**src/rtl/wsd_pkg.sv**
```systemverilog
// wsd_pkg: types, codes and helpers for the websocket frame deframer.
// No dependencies; used by every other file of the block.
`default_nettype none

package wsd_pkg;

  // parse phase of the header/payload walker
  typedef enum logic [2:0] {
    PH_HDR1,
    PH_HDR2,
    PH_EXTLEN,
    PH_KEY,
    PH_PAYLOAD
  } phase_t;

  // result kinds
  localparam logic [1:0] KIND_HDR  = 2'd0;
  localparam logic [1:0] KIND_DATA = 2'd1;
  localparam logic [1:0] KIND_ERR  = 2'd2;

  // opcodes
  localparam logic [3:0] OP_CONT   = 4'h0;
  localparam logic [3:0] OP_TEXT   = 4'h1;
  localparam logic [3:0] OP_BINARY = 4'h2;
  localparam logic [3:0] OP_CLOSE  = 4'h8;
  localparam logic [3:0] OP_PONG   = 4'hA;

  // header byte fields
  localparam logic [6:0] LEN_EXT16 = 7'h7E;
  localparam logic [6:0] LEN_EXT64 = 7'h7F;

  localparam int unsigned LEN_W = 64;
  localparam int unsigned KEY_W = 32;

  typedef struct packed {
    logic [1:0]       result_kind;
    logic [3:0]       frame_opcode_out;
    logic             fin_out;
    logic             masked_out;
    logic [LEN_W-1:0] payload_length;
    logic [7:0]       data_byte;
    logic             is_text;
    logic             is_control;
    logic             last_of_frame;
    logic             last_of_message;
  } res_t;

  function automatic logic op_is_data(input logic [3:0] op);
    return (op == OP_CONT) || (op == OP_TEXT) || (op == OP_BINARY);
  endfunction

  function automatic logic op_is_ctl(input logic [3:0] op);
    return (op >= OP_CLOSE) && (op <= OP_PONG);
  endfunction

endpackage

`default_nettype wire

```
**src/rtl/wsd_if.sv**
```systemverilog
// wsd_in_if / wsd_out_if: valid/ready channels of the deframer.
// Depends on wsd_pkg for field widths.
`default_nettype none

interface wsd_in_if;
  logic       valid;
  logic       ready;
  logic [7:0] in_byte;

  modport source (output valid, output in_byte, input ready);
  modport sink   (input valid, input in_byte, output ready);
endinterface

interface wsd_out_if;
  logic                      valid;
  logic                      ready;
  logic [1:0]                result_kind;
  logic [3:0]                frame_opcode_out;
  logic                      fin_out;
  logic                      masked_out;
  logic [wsd_pkg::LEN_W-1:0] payload_length;
  logic [7:0]                data_byte;
  logic                      is_text;
  logic                      is_control;
  logic                      last_of_frame;
  logic                      last_of_message;

  modport source (
    output valid, output result_kind, output frame_opcode_out, output fin_out,
    output masked_out, output payload_length, output data_byte, output is_text,
    output is_control, output last_of_frame, output last_of_message,
    input ready
  );
  modport sink (
    input valid, input result_kind, input frame_opcode_out, input fin_out,
    input masked_out, input payload_length, input data_byte, input is_text,
    input is_control, input last_of_frame, input last_of_message,
    output ready
  );
endinterface

`default_nettype wire

```
**src/rtl/wsd_parser.sv**
```systemverilog
// wsd_parser: frame parse state and per-byte result logic.
// Depends on wsd_pkg.
`default_nettype none

module wsd_parser (
  input  wire logic          clk,
  input  wire logic          rst_n,
  input  wire logic          take,
  input  wire logic [7:0]    byte_in,
  output logic               res_valid,
  output wsd_pkg::res_t      res
);

  wsd_pkg::phase_t                phase_r, phase_nxt;
  logic [2:0]                     cnt_r, cnt_nxt;
  logic                           ext_long_r, ext_long_nxt;
  logic [wsd_pkg::LEN_W-1:0]      len_r, len_nxt;
  logic [wsd_pkg::LEN_W-1:0]      rem_r, rem_nxt;
  logic [wsd_pkg::KEY_W-1:0]      key_r, key_nxt;
  logic [1:0]                     idx_r, idx_nxt;
  logic                           fin_r, fin_nxt;
  logic [3:0]                     op_r, op_nxt;
  logic                           masked_r, masked_nxt;
  logic                           fit_r, fit_nxt;

  logic                           hdr_done;
  logic                           data_f, ctl_f, lof;
  logic [7:0]                     key_byte;
  logic [wsd_pkg::LEN_W-1:0]      len_shift;

  always_ff @(posedge clk) begin
    if (!rst_n) begin
      phase_r    <= wsd_pkg::PH_HDR1;
      cnt_r      <= '0;
      ext_long_r <= 1'b0;
      len_r      <= '0;
      rem_r      <= '0;
      key_r      <= '0;
      idx_r      <= '0;
      fin_r      <= 1'b0;
      op_r       <= '0;
      masked_r   <= 1'b0;
      fit_r      <= 1'b0;
    end else if (take) begin
      phase_r    <= phase_nxt;
      cnt_r      <= cnt_nxt;
      ext_long_r <= ext_long_nxt;
      len_r      <= len_nxt;
      rem_r      <= rem_nxt;
      key_r      <= key_nxt;
      idx_r      <= idx_nxt;
      fin_r      <= fin_nxt;
      op_r       <= op_nxt;
      masked_r   <= masked_nxt;
      fit_r      <= fit_nxt;
    end
  end

  assign data_f    = wsd_pkg::op_is_data(op_r);
  assign ctl_f     = wsd_pkg::op_is_ctl(op_r);
  assign key_byte  = key_r[8*(3 - idx_r) +: 8];
  assign len_shift = {len_r[wsd_pkg::LEN_W-9:0], byte_in};

  always_comb begin
    phase_nxt    = phase_r;
    cnt_nxt      = cnt_r;
    ext_long_nxt = ext_long_r;
    len_nxt      = len_r;
    rem_nxt      = rem_r;
    key_nxt      = key_r;
    idx_nxt      = idx_r;
    fin_nxt      = fin_r;
    op_nxt       = op_r;
    masked_nxt   = masked_r;
    fit_nxt      = fit_r;
    hdr_done     = 1'b0;
    lof          = 1'b0;
    res_valid    = 1'b0;
    res          = '0;

    unique case (phase_r)
      wsd_pkg::PH_HDR1: begin
        fin_nxt   = byte_in[7];
        op_nxt    = byte_in[3:0];
        phase_nxt = wsd_pkg::PH_HDR2;
      end
      wsd_pkg::PH_HDR2: begin
        masked_nxt = byte_in[7];
        cnt_nxt    = '0;
        if (byte_in[6:0] == wsd_pkg::LEN_EXT16 || byte_in[6:0] == wsd_pkg::LEN_EXT64) begin
          len_nxt      = '0;
          ext_long_nxt = (byte_in[6:0] == wsd_pkg::LEN_EXT64);
          phase_nxt    = wsd_pkg::PH_EXTLEN;
        end else begin
          len_nxt = {{(wsd_pkg::LEN_W-7){1'b0}}, byte_in[6:0]};
          if (byte_in[7]) phase_nxt = wsd_pkg::PH_KEY;
          else            hdr_done  = 1'b1;
        end
      end
      wsd_pkg::PH_EXTLEN: begin
        len_nxt = len_shift;
        cnt_nxt = cnt_r + 3'd1;
        if (ext_long_r ? (cnt_r == 3'd7) : (cnt_r == 3'd1)) begin
          cnt_nxt = '0;
          if (masked_r) phase_nxt = wsd_pkg::PH_KEY;
          else          hdr_done  = 1'b1;
        end
      end
      wsd_pkg::PH_KEY: begin
        key_nxt = {key_r[wsd_pkg::KEY_W-9:0], byte_in};
        cnt_nxt = cnt_r + 3'd1;
        if (cnt_r == 3'd3) begin
          cnt_nxt  = '0;
          hdr_done = 1'b1;
        end
      end
      wsd_pkg::PH_PAYLOAD: begin
        lof     = (rem_r == {{(wsd_pkg::LEN_W-1){1'b0}}, 1'b1});
        rem_nxt = rem_r - {{(wsd_pkg::LEN_W-1){1'b0}}, 1'b1};
        idx_nxt = idx_r + 2'd1;
        res_valid              = 1'b1;
        res.result_kind        = wsd_pkg::KIND_DATA;
        res.data_byte          = byte_in ^ (masked_r ? key_byte : 8'h00);
        res.is_text            = data_f & fit_r;
        res.is_control         = ctl_f;
        res.last_of_frame      = lof;
        res.last_of_message    = lof & data_f & fin_r;
        if (lof) phase_nxt = wsd_pkg::PH_HDR1;
      end
      default: phase_nxt = wsd_pkg::PH_HDR1;
    endcase

    // header complete: close out with a header or error result
    if (hdr_done) begin
      res_valid = 1'b1;
      if (!data_f && !ctl_f) begin
        res.result_kind = wsd_pkg::KIND_ERR;
        phase_nxt       = wsd_pkg::PH_HDR1;
      end else begin
        if (op_r == wsd_pkg::OP_TEXT)        fit_nxt = 1'b1;
        else if (op_r == wsd_pkg::OP_BINARY) fit_nxt = 1'b0;
        lof                 = (len_nxt == '0);
        res.result_kind     = wsd_pkg::KIND_HDR;
        res.is_text         = data_f & fit_nxt;
        res.is_control      = ctl_f;
        res.last_of_frame   = lof;
        res.last_of_message = lof & data_f & fin_r;
        rem_nxt             = len_nxt;
        idx_nxt             = '0;
        phase_nxt           = lof ? wsd_pkg::PH_HDR1 : wsd_pkg::PH_PAYLOAD;
      end
    end

    // frame fields common to every result
    res.frame_opcode_out = op_r;
    res.fin_out          = fin_r;
    res.masked_out       = masked_nxt;
    res.payload_length   = len_nxt;
  end

endmodule

`default_nettype wire

```
**src/rtl/wsd_out_buf.sv**
```systemverilog
// wsd_out_buf: two-entry result buffer (output register plus skid slot).
// Depends on wsd_pkg.
`default_nettype none

module wsd_out_buf (
  input  wire logic          clk,
  input  wire logic          rst_n,
  input  wire logic          push,
  input  wire wsd_pkg::res_t push_data,
  output logic               can_take,
  output logic               out_valid,
  input  wire logic          out_ready,
  output wsd_pkg::res_t      out_data
);

  logic          main_v_r, main_v_nxt;
  logic          skid_v_r, skid_v_nxt;
  wsd_pkg::res_t main_r, main_nxt;
  wsd_pkg::res_t skid_r, skid_nxt;
  logic          pop;

  assign pop       = main_v_r & out_ready;
  assign can_take  = ~skid_v_r;
  assign out_valid = main_v_r;
  assign out_data  = main_r;

  always_comb begin
    main_v_nxt = main_v_r;
    skid_v_nxt = skid_v_r;
    main_nxt   = main_r;
    skid_nxt   = skid_r;
    if (pop || !main_v_r) begin
      if (skid_v_r) begin
        main_nxt   = skid_r;
        main_v_nxt = 1'b1;
        skid_v_nxt = push;
        skid_nxt   = push_data;
      end else begin
        main_v_nxt = push;
        main_nxt   = push_data;
      end
    end else if (push) begin
      skid_v_nxt = 1'b1;
      skid_nxt   = push_data;
    end
  end

  always_ff @(posedge clk) begin
    if (!rst_n) begin
      main_v_r <= 1'b0;
      skid_v_r <= 1'b0;
    end else begin
      main_v_r <= main_v_nxt;
      skid_v_r <= skid_v_nxt;
    end
  end

  always_ff @(posedge clk) begin
    main_r <= main_nxt;
    skid_r <= skid_nxt;
  end

endmodule

`default_nettype wire

```
**src/rtl/websocket_frame_deframer.sv**
```systemverilog
// websocket_frame_deframer: receive-side frame parser, top level.
// Depends on wsd_pkg, wsd_if, wsd_parser and wsd_out_buf.
//
// Takes the received byte stream one word (one byte) per clock while
// in_if.ready is high and walks the base frame header: FIN and opcode,
// MASK and the 7-bit length, an optional 16- or 64-bit big-endian extended
// length and an optional 4-byte masking key. When the header is complete
// it emits one header word (or an error word for a reserved opcode, after
// which the next byte starts a new header), then one word per payload
// byte, unmasked with key byte (i mod 4) and tagged with last-of-frame and
// last-of-message. Continuation frames report the text/binary type of the
// first fragment. Header bytes other than the last produce no output word.
// Throughput is one byte per clock with no gaps while in_if.ready is high.
// Results are registered in a two-entry output buffer (result register
// plus skid slot), so in_if.ready only drops after the sink has stalled
// long enough to fill both entries. Per-byte timing is set by the 64-bit
// remaining-count decrement and compare in the parser.
`default_nettype none

module websocket_frame_deframer (
  input  wire logic  clk,
  input  wire logic  rst_n,
  wsd_in_if.sink     in_if,
  wsd_out_if.source  out_if
);

  logic          take;
  logic          can_take;
  logic          res_valid;
  wsd_pkg::res_t res;
  wsd_pkg::res_t out_data;

  // a byte is taken whenever one is valid and the buffer has a free skid slot
  assign in_if.ready = can_take;
  assign take        = in_if.valid & can_take;

  wsd_parser u_parser (
    .clk       (clk),
    .rst_n     (rst_n),
    .take      (take),
    .byte_in   (in_if.in_byte),
    .res_valid (res_valid),
    .res       (res)
  );

  wsd_out_buf u_out_buf (
    .clk       (clk),
    .rst_n     (rst_n),
    .push      (take & res_valid),
    .push_data (res),
    .can_take  (can_take),
    .out_valid (out_if.valid),
    .out_ready (out_if.ready),
    .out_data  (out_data)
  );

  assign out_if.result_kind      = out_data.result_kind;
  assign out_if.frame_opcode_out = out_data.frame_opcode_out;
  assign out_if.fin_out          = out_data.fin_out;
  assign out_if.masked_out       = out_data.masked_out;
  assign out_if.payload_length   = out_data.payload_length;
  assign out_if.data_byte        = out_data.data_byte;
  assign out_if.is_text          = out_data.is_text;
  assign out_if.is_control       = out_data.is_control;
  assign out_if.last_of_frame    = out_data.last_of_frame;
  assign out_if.last_of_message  = out_data.last_of_message;

endmodule

`default_nettype wire

```
**src/flat_wrapper.sv**
```systemverilog
// flat-port wrapper written by rule: the top's interface ports become plain ports
module websocket_frame_deframer_flat 
  (clk, rst_n, in_if_valid, in_if_in_byte, in_if_ready, out_if_valid, out_if_result_kind, out_if_frame_opcode_out, out_if_fin_out, out_if_masked_out, out_if_payload_length, out_if_data_byte, out_if_is_text, out_if_is_control, out_if_last_of_frame, out_if_last_of_message, out_if_ready);
  wsd_in_if in_if_i ();
  wsd_out_if out_if_i ();
  input  wire logic clk;
  input  wire logic rst_n;
  input wire logic [$bits(in_if_i.valid)-1:0] in_if_valid;
  input wire logic [$bits(in_if_i.in_byte)-1:0] in_if_in_byte;
  output wire logic [$bits(in_if_i.ready)-1:0] in_if_ready;
  output wire logic [$bits(out_if_i.valid)-1:0] out_if_valid;
  output wire logic [$bits(out_if_i.result_kind)-1:0] out_if_result_kind;
  output wire logic [$bits(out_if_i.frame_opcode_out)-1:0] out_if_frame_opcode_out;
  output wire logic [$bits(out_if_i.fin_out)-1:0] out_if_fin_out;
  output wire logic [$bits(out_if_i.masked_out)-1:0] out_if_masked_out;
  output wire logic [$bits(out_if_i.payload_length)-1:0] out_if_payload_length;
  output wire logic [$bits(out_if_i.data_byte)-1:0] out_if_data_byte;
  output wire logic [$bits(out_if_i.is_text)-1:0] out_if_is_text;
  output wire logic [$bits(out_if_i.is_control)-1:0] out_if_is_control;
  output wire logic [$bits(out_if_i.last_of_frame)-1:0] out_if_last_of_frame;
  output wire logic [$bits(out_if_i.last_of_message)-1:0] out_if_last_of_message;
  input wire logic [$bits(out_if_i.ready)-1:0] out_if_ready;
  assign in_if_i.valid = in_if_valid;
  assign in_if_i.in_byte = in_if_in_byte;
  assign in_if_ready = in_if_i.ready;
  assign out_if_valid = out_if_i.valid;
  assign out_if_result_kind = out_if_i.result_kind;
  assign out_if_frame_opcode_out = out_if_i.frame_opcode_out;
  assign out_if_fin_out = out_if_i.fin_out;
  assign out_if_masked_out = out_if_i.masked_out;
  assign out_if_payload_length = out_if_i.payload_length;
  assign out_if_data_byte = out_if_i.data_byte;
  assign out_if_is_text = out_if_i.is_text;
  assign out_if_is_control = out_if_i.is_control;
  assign out_if_last_of_frame = out_if_i.last_of_frame;
  assign out_if_last_of_message = out_if_i.last_of_message;
  assign out_if_i.ready = out_if_ready;
  websocket_frame_deframer u_core (.clk(clk), .rst_n(rst_n), .in_if(in_if_i), .out_if(out_if_i));
endmodule
```
**config.mk**
```make
export PLATFORM = sky130hd
export DESIGN_NAME = websocket_frame_deframer_flat
export DESIGN_NICKNAME = d
export VERILOG_FILES = /design/src/rtl/wsd_pkg.sv /design/src/rtl/wsd_if.sv /design/src/rtl/wsd_parser.sv /design/src/rtl/wsd_out_buf.sv /design/src/rtl/websocket_frame_deframer.sv /design/src/flat_wrapper.sv
export SDC_FILE = /design/constraint.sdc
export NUM_CORES = 1
export LEC_CHECK = 0
export BUFFER_PORTS_ARGS = -buffer_cell sky130_fd_sc_hd__buf_2
export CAP_MARGIN = 20
export CELL_PAD_IN_SITES_DETAIL_PLACEMENT = 0
export CELL_PAD_IN_SITES_GLOBAL_PLACEMENT = 1
export CORE_ASPECT_RATIO = 1.5
export CORE_MARGIN = 4
export CORE_UTILIZATION = 52
export CTS_CLUSTER_DIAMETER = 200
export DETAILED_ROUTE_END_ITERATION = 8
export PLACE_DENSITY = 0.91
export RECOVER_POWER = 50
export SLEW_MARGIN = 20
export SYNTH_ARGS = -nofsm -noshare
export SYNTH_HDL_FRONTEND = slang
export SYNTH_SLANG_ARGS = --single-unit
export TNS_END_PERCENT = 5
```
**constraint.sdc**
```tcl
create_clock -name clk -period 12.9 [get_ports clk]
set_clock_uncertainty 0.15 [all_clocks]
set_input_delay 1.29 -clock clk [delete_from_list [all_inputs] [get_ports clk]]
set_output_delay 1.29 -clock clk [all_outputs]
set_load 0.02 [all_outputs]
```
# Yosys cells after proc, flatten, opt, wreduce, memory -nomap -nowiden
# Index checks and enable logic that the tools add are counted.
# totals
regBits	346
input_bits	12
# classes
addsub	4
n_lt_le_gt_ge	2
eq_ne	18
shifts	1
n_mux	49
bitwise	12
n_reduce_logical	21
# ops
op	n
84-bit 2-to-1 mux	4
64-bit 2-to-1 mux	3
64-bit one-hot mux with 2 select lines	1
64-bit by 1-bit == test with 1-bit output, second input constant	1
64-bit zero test	1
64-bit by 1-bit subtractor with 64-bit output, second input constant	1
32-bit by 33-bit indexed part select with 8-bit output	1
3-bit 2-to-1 mux	10
1-bit 2-to-1 mux	18
3-bit one-hot mux with 5 select lines	1
7-bit == test, second input constant	2
12-bit 2-to-1 mux	1
2-bit 2-to-1 mux	5
1-bit AND	9
3-bit by 2-bit == test with 1-bit output, second input constant	3
3-bit != test, second input constant	3
3-bit one-hot mux with 3 select lines	1
4-bit 2-to-1 mux	2
8-bit 2-to-1 mux	1
2-bit AND reduction	4
8-bit XOR	1
7-bit 2-to-1 mux	1
3-bit by 1-bit == test with 1-bit output, second input constant	2
3-bit == test, second input constant	2
other kinds (20)	29

# Depth between registers and ports, before layout
# depth
word_depth	12
mapped_depth	11
depth_no_buf	9

# Hierarchy
# From an unflattened synthesis, not the netlist that was laid out.
# hier_totals
cells_unflattened	1623
hier_area_um2	16507.1
# modules_own_cells
mod	instances	cells_per_inst	area_each_um2
wsd_parser	1	1349	10229.8
wsd_out_buf	1	272	6264.8
websocket_frame_deframer	1	2	12.5

# Worst setup path before layout
# No wires, ideal clock.
# synth_path
path_kind	input-to-reg
start	input out_if_ready
end	register u_core.u_out_buf.skid_r[0] (netlist bit) (enable)
t_arrival_ps	5646
required_time_ps	12299
path_slack_ps	6654
path_stages	2
cell_sequence	nand2b_1 > a22o_1
# synth_via
elab_chain_len	4
word_cells_on_any_way	5
classes_between	1 x eq/ne; 1 x bitwise; 3 x reduce/logical
# synth_lines
element	line	text
from (decl)	flat_wrapper.sv:22	input wire logic [$bits(out_if_i.ready)-1:0] out_if_ready;
1-bit AND (*)	wsd_out_buf.sv:22	assign pop = main_v_r & out_ready;
1-bit logical OR (*)	wsd_out_buf.sv:32	if (pop || !main_v_r) begin
2-bit != test (no source line) or 2-bit nonzero test (tied branches)	--	
2-bit AND reduction (no source line) (*)	--	
to (signal assigned)	wsd_out_buf.sv:60	skid_r <= skid_nxt;
to (decl)	wsd_out_buf.sv:19	wsd_pkg::res_t skid_r, skid_nxt;
# Every way passes the cells marked *; elsewhere a longest branch is shown, timed or not.
# A chain may end at the register's enable or synchronous reset.

# Final worst setup path
# layout_path
start	register u_core.u_parser.phase_r[0]
end	register u_core.u_out_buf.main_r (netlist bit u_core.u_out_buf.out_data[1]) (data pin)
# layout_via
elab_chain_len	6
word_cells_on_any_way	11
classes_between	4 x eq/ne; 6 x mux; 1 x reduce/logical
# layout_lines
element	line	text
from (decl)	wsd_parser.sv:14	wsd_pkg::phase_t phase_r, phase_nxt;
from (signal assigned)	wsd_parser.sv:33	phase_r <= wsd_pkg::PH_HDR1;
from (signal assigned)	wsd_parser.sv:45	phase_r <= phase_nxt;
3-bit by 2-bit == test with 1-bit output or 3-bit by 1-bit == test with 1-bit output (tied branches)	wsd_parser.sv:81	unique case (phase_r)
64-bit one-hot mux with 2 select lines	wsd_parser.sv:81	
64-bit zero test	wsd_parser.sv:142	lof = (len_nxt == '0);
4-bit 2-to-1 mux	wsd_parser.sv:136	if (!data_f && !ctl_f) begin
4-bit 2-to-1 mux (*)	wsd_parser.sv:134	if (hdr_done) begin
84-bit 2-to-1 mux (*)	wsd_out_buf.sv:33	if (skid_v_r) begin
to (signal assigned)	wsd_out_buf.sv:59	main_r <= main_nxt;
to (decl)	wsd_out_buf.sv:18	wsd_pkg::res_t main_r, main_nxt;
# Marks and branches as above.

==> qor.yml <==
grt_max_degree: 90
critPathCaptureType: "flop"
avgSynthCellArea_um2: 9.83
period_share_pct: 51.6
drt-total-wl_um: 47300
r2r_setup_slack_ps: 6240
dp_hpwl_um: 31400
violations: "max-capacitance violations, max-slew violations"
grt_overflow: 0
area_growth_pct: 10.2
route.detailed.drc: 0
leakagePower_uw: 0.00652
post-place-cells: 2066
finalSetupViolations: 0
status: "complete, but fails checks"
finalHoldViolCount: 0
internal-power_uw: 1890
wire_per_inst_um: 22.2
grt_antenna_before_repair: 0
power_switching_uw: 765
final_common_cell: "nor2_1"
netlist_area_mm2: 0.0164
die_y_um: 225
clockBufferDepth: 3
p_seq_share_pct: 47.2
fin_area_mm2: 0.0180
synthDistinctLibCells: 81
synth-seq-cells: 346
start_kind: "flop"
portBuffers: 97
pwr-share-comb_pct: 15.3
multi_input_area_mm2: 0.00708
ir_worst_vdd_uv: 120
drive_gt1_share_pct: 10.3
slew_violations: 162
nNetsFinal: 1714
path_max_fanout: 89
netSwitchingFraction_pct: 28.8
synth_warnings: 0
rsz0062_at_grt: "no"
synth_top_flop_cell: "dfxtp_1"
first_global_vias: 13000
fp.dieW_um: 153
max-slew-margin-rel_pct: -151
ant_nets: 0
fill_cells: 2742
synth_edf_count: 168
critPathRequiredTime_ps: 13160
seq_area_frac_synth_pct: 52.6
fin_crit_ps: 6660
num_io_pins: 98
vias: 13500
syn_inst: 1664
critPathKind: "flop to flop"
grt_pass1_wl_um: 73800
fin_cells: 2129
cts_root_buffer: "clkbuf_16"
tns_ps: 0
die_area_mm2: 0.0344
drtIter0Drc: 1158
htreeDepth: 2
cts_hold_buffers: 0
final_cell_mix: "185 x nor2_1, 176 x dfxtp_1, 175 x nand2_1, 168 x edfxtp_1, 115 x a21oi_1"
ctsResizeCount: 0
hp-class: "flop to flop"
clkPwrFrac_pct: 37.4
synth.net_count: 1681
drv_cap: 2
drt_pass1_iterations: 7
via_per_inst: 6.33
start_util_pct: 52.7
placed_cell_area_mm2: 0.0171
cts_setup_buffers: 0
clock_sinks: 346
tightest_slew_ps: 3770
grt_usage_pct: 26.8
routabilityCongestion: 0.899
cts_buffers: 34
cts_tree: "done"
fin_util_pct: 58.0
fmax_ghz: 0.150
async_flop_share_pct: 0
insertion_delay_ps: 540
pwr_density_cell_mw_per_mm2: 147
cp.arrival_ps: 6920
clk_pin_slew_ps: 60
core_area_mm2: 0.0310
seq_area_mm2: 0.00861
row_count: 79
-- worst max-delay path: stages, from the launching register on --
cell,delay [ps]
dfxtp_1,570
clkbuf_1,2600
nor2b_1,290
clkbuf_1,530
and3_1,350
a211oi_1,710
nand4_1,160
or4_1,620
nor4_2,330
o22a_1,190
-- power groups by stage --
stage / clock [uW] / combinational (uW) / sequential [uW]
after floorplan: 0 / 237 / 1310
after global placement: 0 / 407 / 1270
after detailed placement: 0 / 413 / 1280
after CTS: 1010 / 415 / 1250
after global routing: 1050 / 437 / 1260
final: 994 / 407 / 1250
-- metal layers --
layer	global-route usage, %	part of all wire, %
met2	47.1	50
met4	14.6	6.2
met5	0	0
met3	3.54	6.0
met1	31.9	38
-- area by class of cell --
cell class                      instances  share of cell area [%]
Multi-Input combinational cell       1146                    39.3
Antenna cell                            1                  0.0139
Clock buffer                           42                    5.11
Sequential cell                       346                    47.8
Inverter                               44                   0.924
Timing Repair Buffer                  125                    3.02
Clock inverter                         20                    1.01
Tap cell                              405                    2.81
-- worst paths after layout --
kind	startpoint	to	cells after the start
max reg2reg	u_core.u_parser.phase_r[0]$_SDFFE_PN0P_	u_core.u_out_buf.out_data[1]$_DFFE_PP_	9
min	u_core.u_parser.key_r[28]$_SDFFE_PN0P_	u_core.u_parser.key_r[28]$_SDFFE_PN0P_	2
max	u_core.u_parser.phase_r[0]$_SDFFE_PN0P_	u_core.u_out_buf.out_data[1]$_DFFE_PP_	9
min reg2reg	u_core.u_parser.key_r[28]$_SDFFE_PN0P_	u_core.u_parser.key_r[28]$_SDFFE_PN0P_	2
-- cells by family after synthesis --
family	share of synthesized area, %
buffers and inverters	4.25
multiplexers	5.54
AO/OA/AOI/OAI	16.6
XOR/XNOR	0.643
adder cells (fa/ha/maj)	0.383
flip-flops	52.6
AND/OR/NAND/NOR	20.0
-- registers in the layout, indices dropped and copies added (netlist names), 2 cells and up --
name                       flops
u_core.u_parser.phase_r        3
u_core.u_parser.idx_r          2
u_core.u_parser.len_r         64
u_core.u_parser.cnt_r          3
u_core.u_parser.rem_r         64
u_core.u_out_buf.out_data     84
u_core.u_out_buf.skid_r       84
u_core.u_parser.key_r         32
u_core.u_parser.op_r           4
-- synth_stat cells, types with 7 or more instances --
library cell    n  area share, %
nor2_1        186            4.3
dfxtp_1       178             22
nand2_1       176            4.0
edfxtp_1      168             31
a21oi_1       115            3.5
clkbuf_1       87            2.0
o21ai_0        72            2.2
nor3_1         65            2.0
mux2_2         60            4.1
inv_1          43           0.99
a211oi_1       35            1.6
nor4_1         33            1.3
a22oi_1        27            1.2
nor3b_1        27            1.2
o22ai_1        25           0.96
nor2b_1        22           0.84
nand3_1        20           0.61
buf_2          19           0.58
buf_1          17           0.39
nand4_1        16           0.61
or3_1          16           0.61
nand2b_1       15           0.57
a221o_1        13           0.80
a32o_1         13           0.80
nor4bb_1       11           0.67
o31ai_1        11           0.51
and2_1          9           0.34
a31oi_1         8           0.31
and3_1          8           0.31
mux4_2          8            1.1
o2111ai_1       8           0.43
o21a_1          8           0.37
xor2_1          8           0.43
a221oi_1        7           0.37
a32oi_1         7           0.37
nand3b_1        7           0.32
o211ai_1        7           0.32
-- stage by stage --
step                total power [uW]  setup slack [ps]  hold slack (ps)
floorplan                       1540              6650              283
global placement                1680              8400              289
detailed placement              1690              8170              299
CTS                             2680              8170              307
global route                    2750              5890              335
finish                          2650              6240              306
Power figures use the tool's default switching activity.
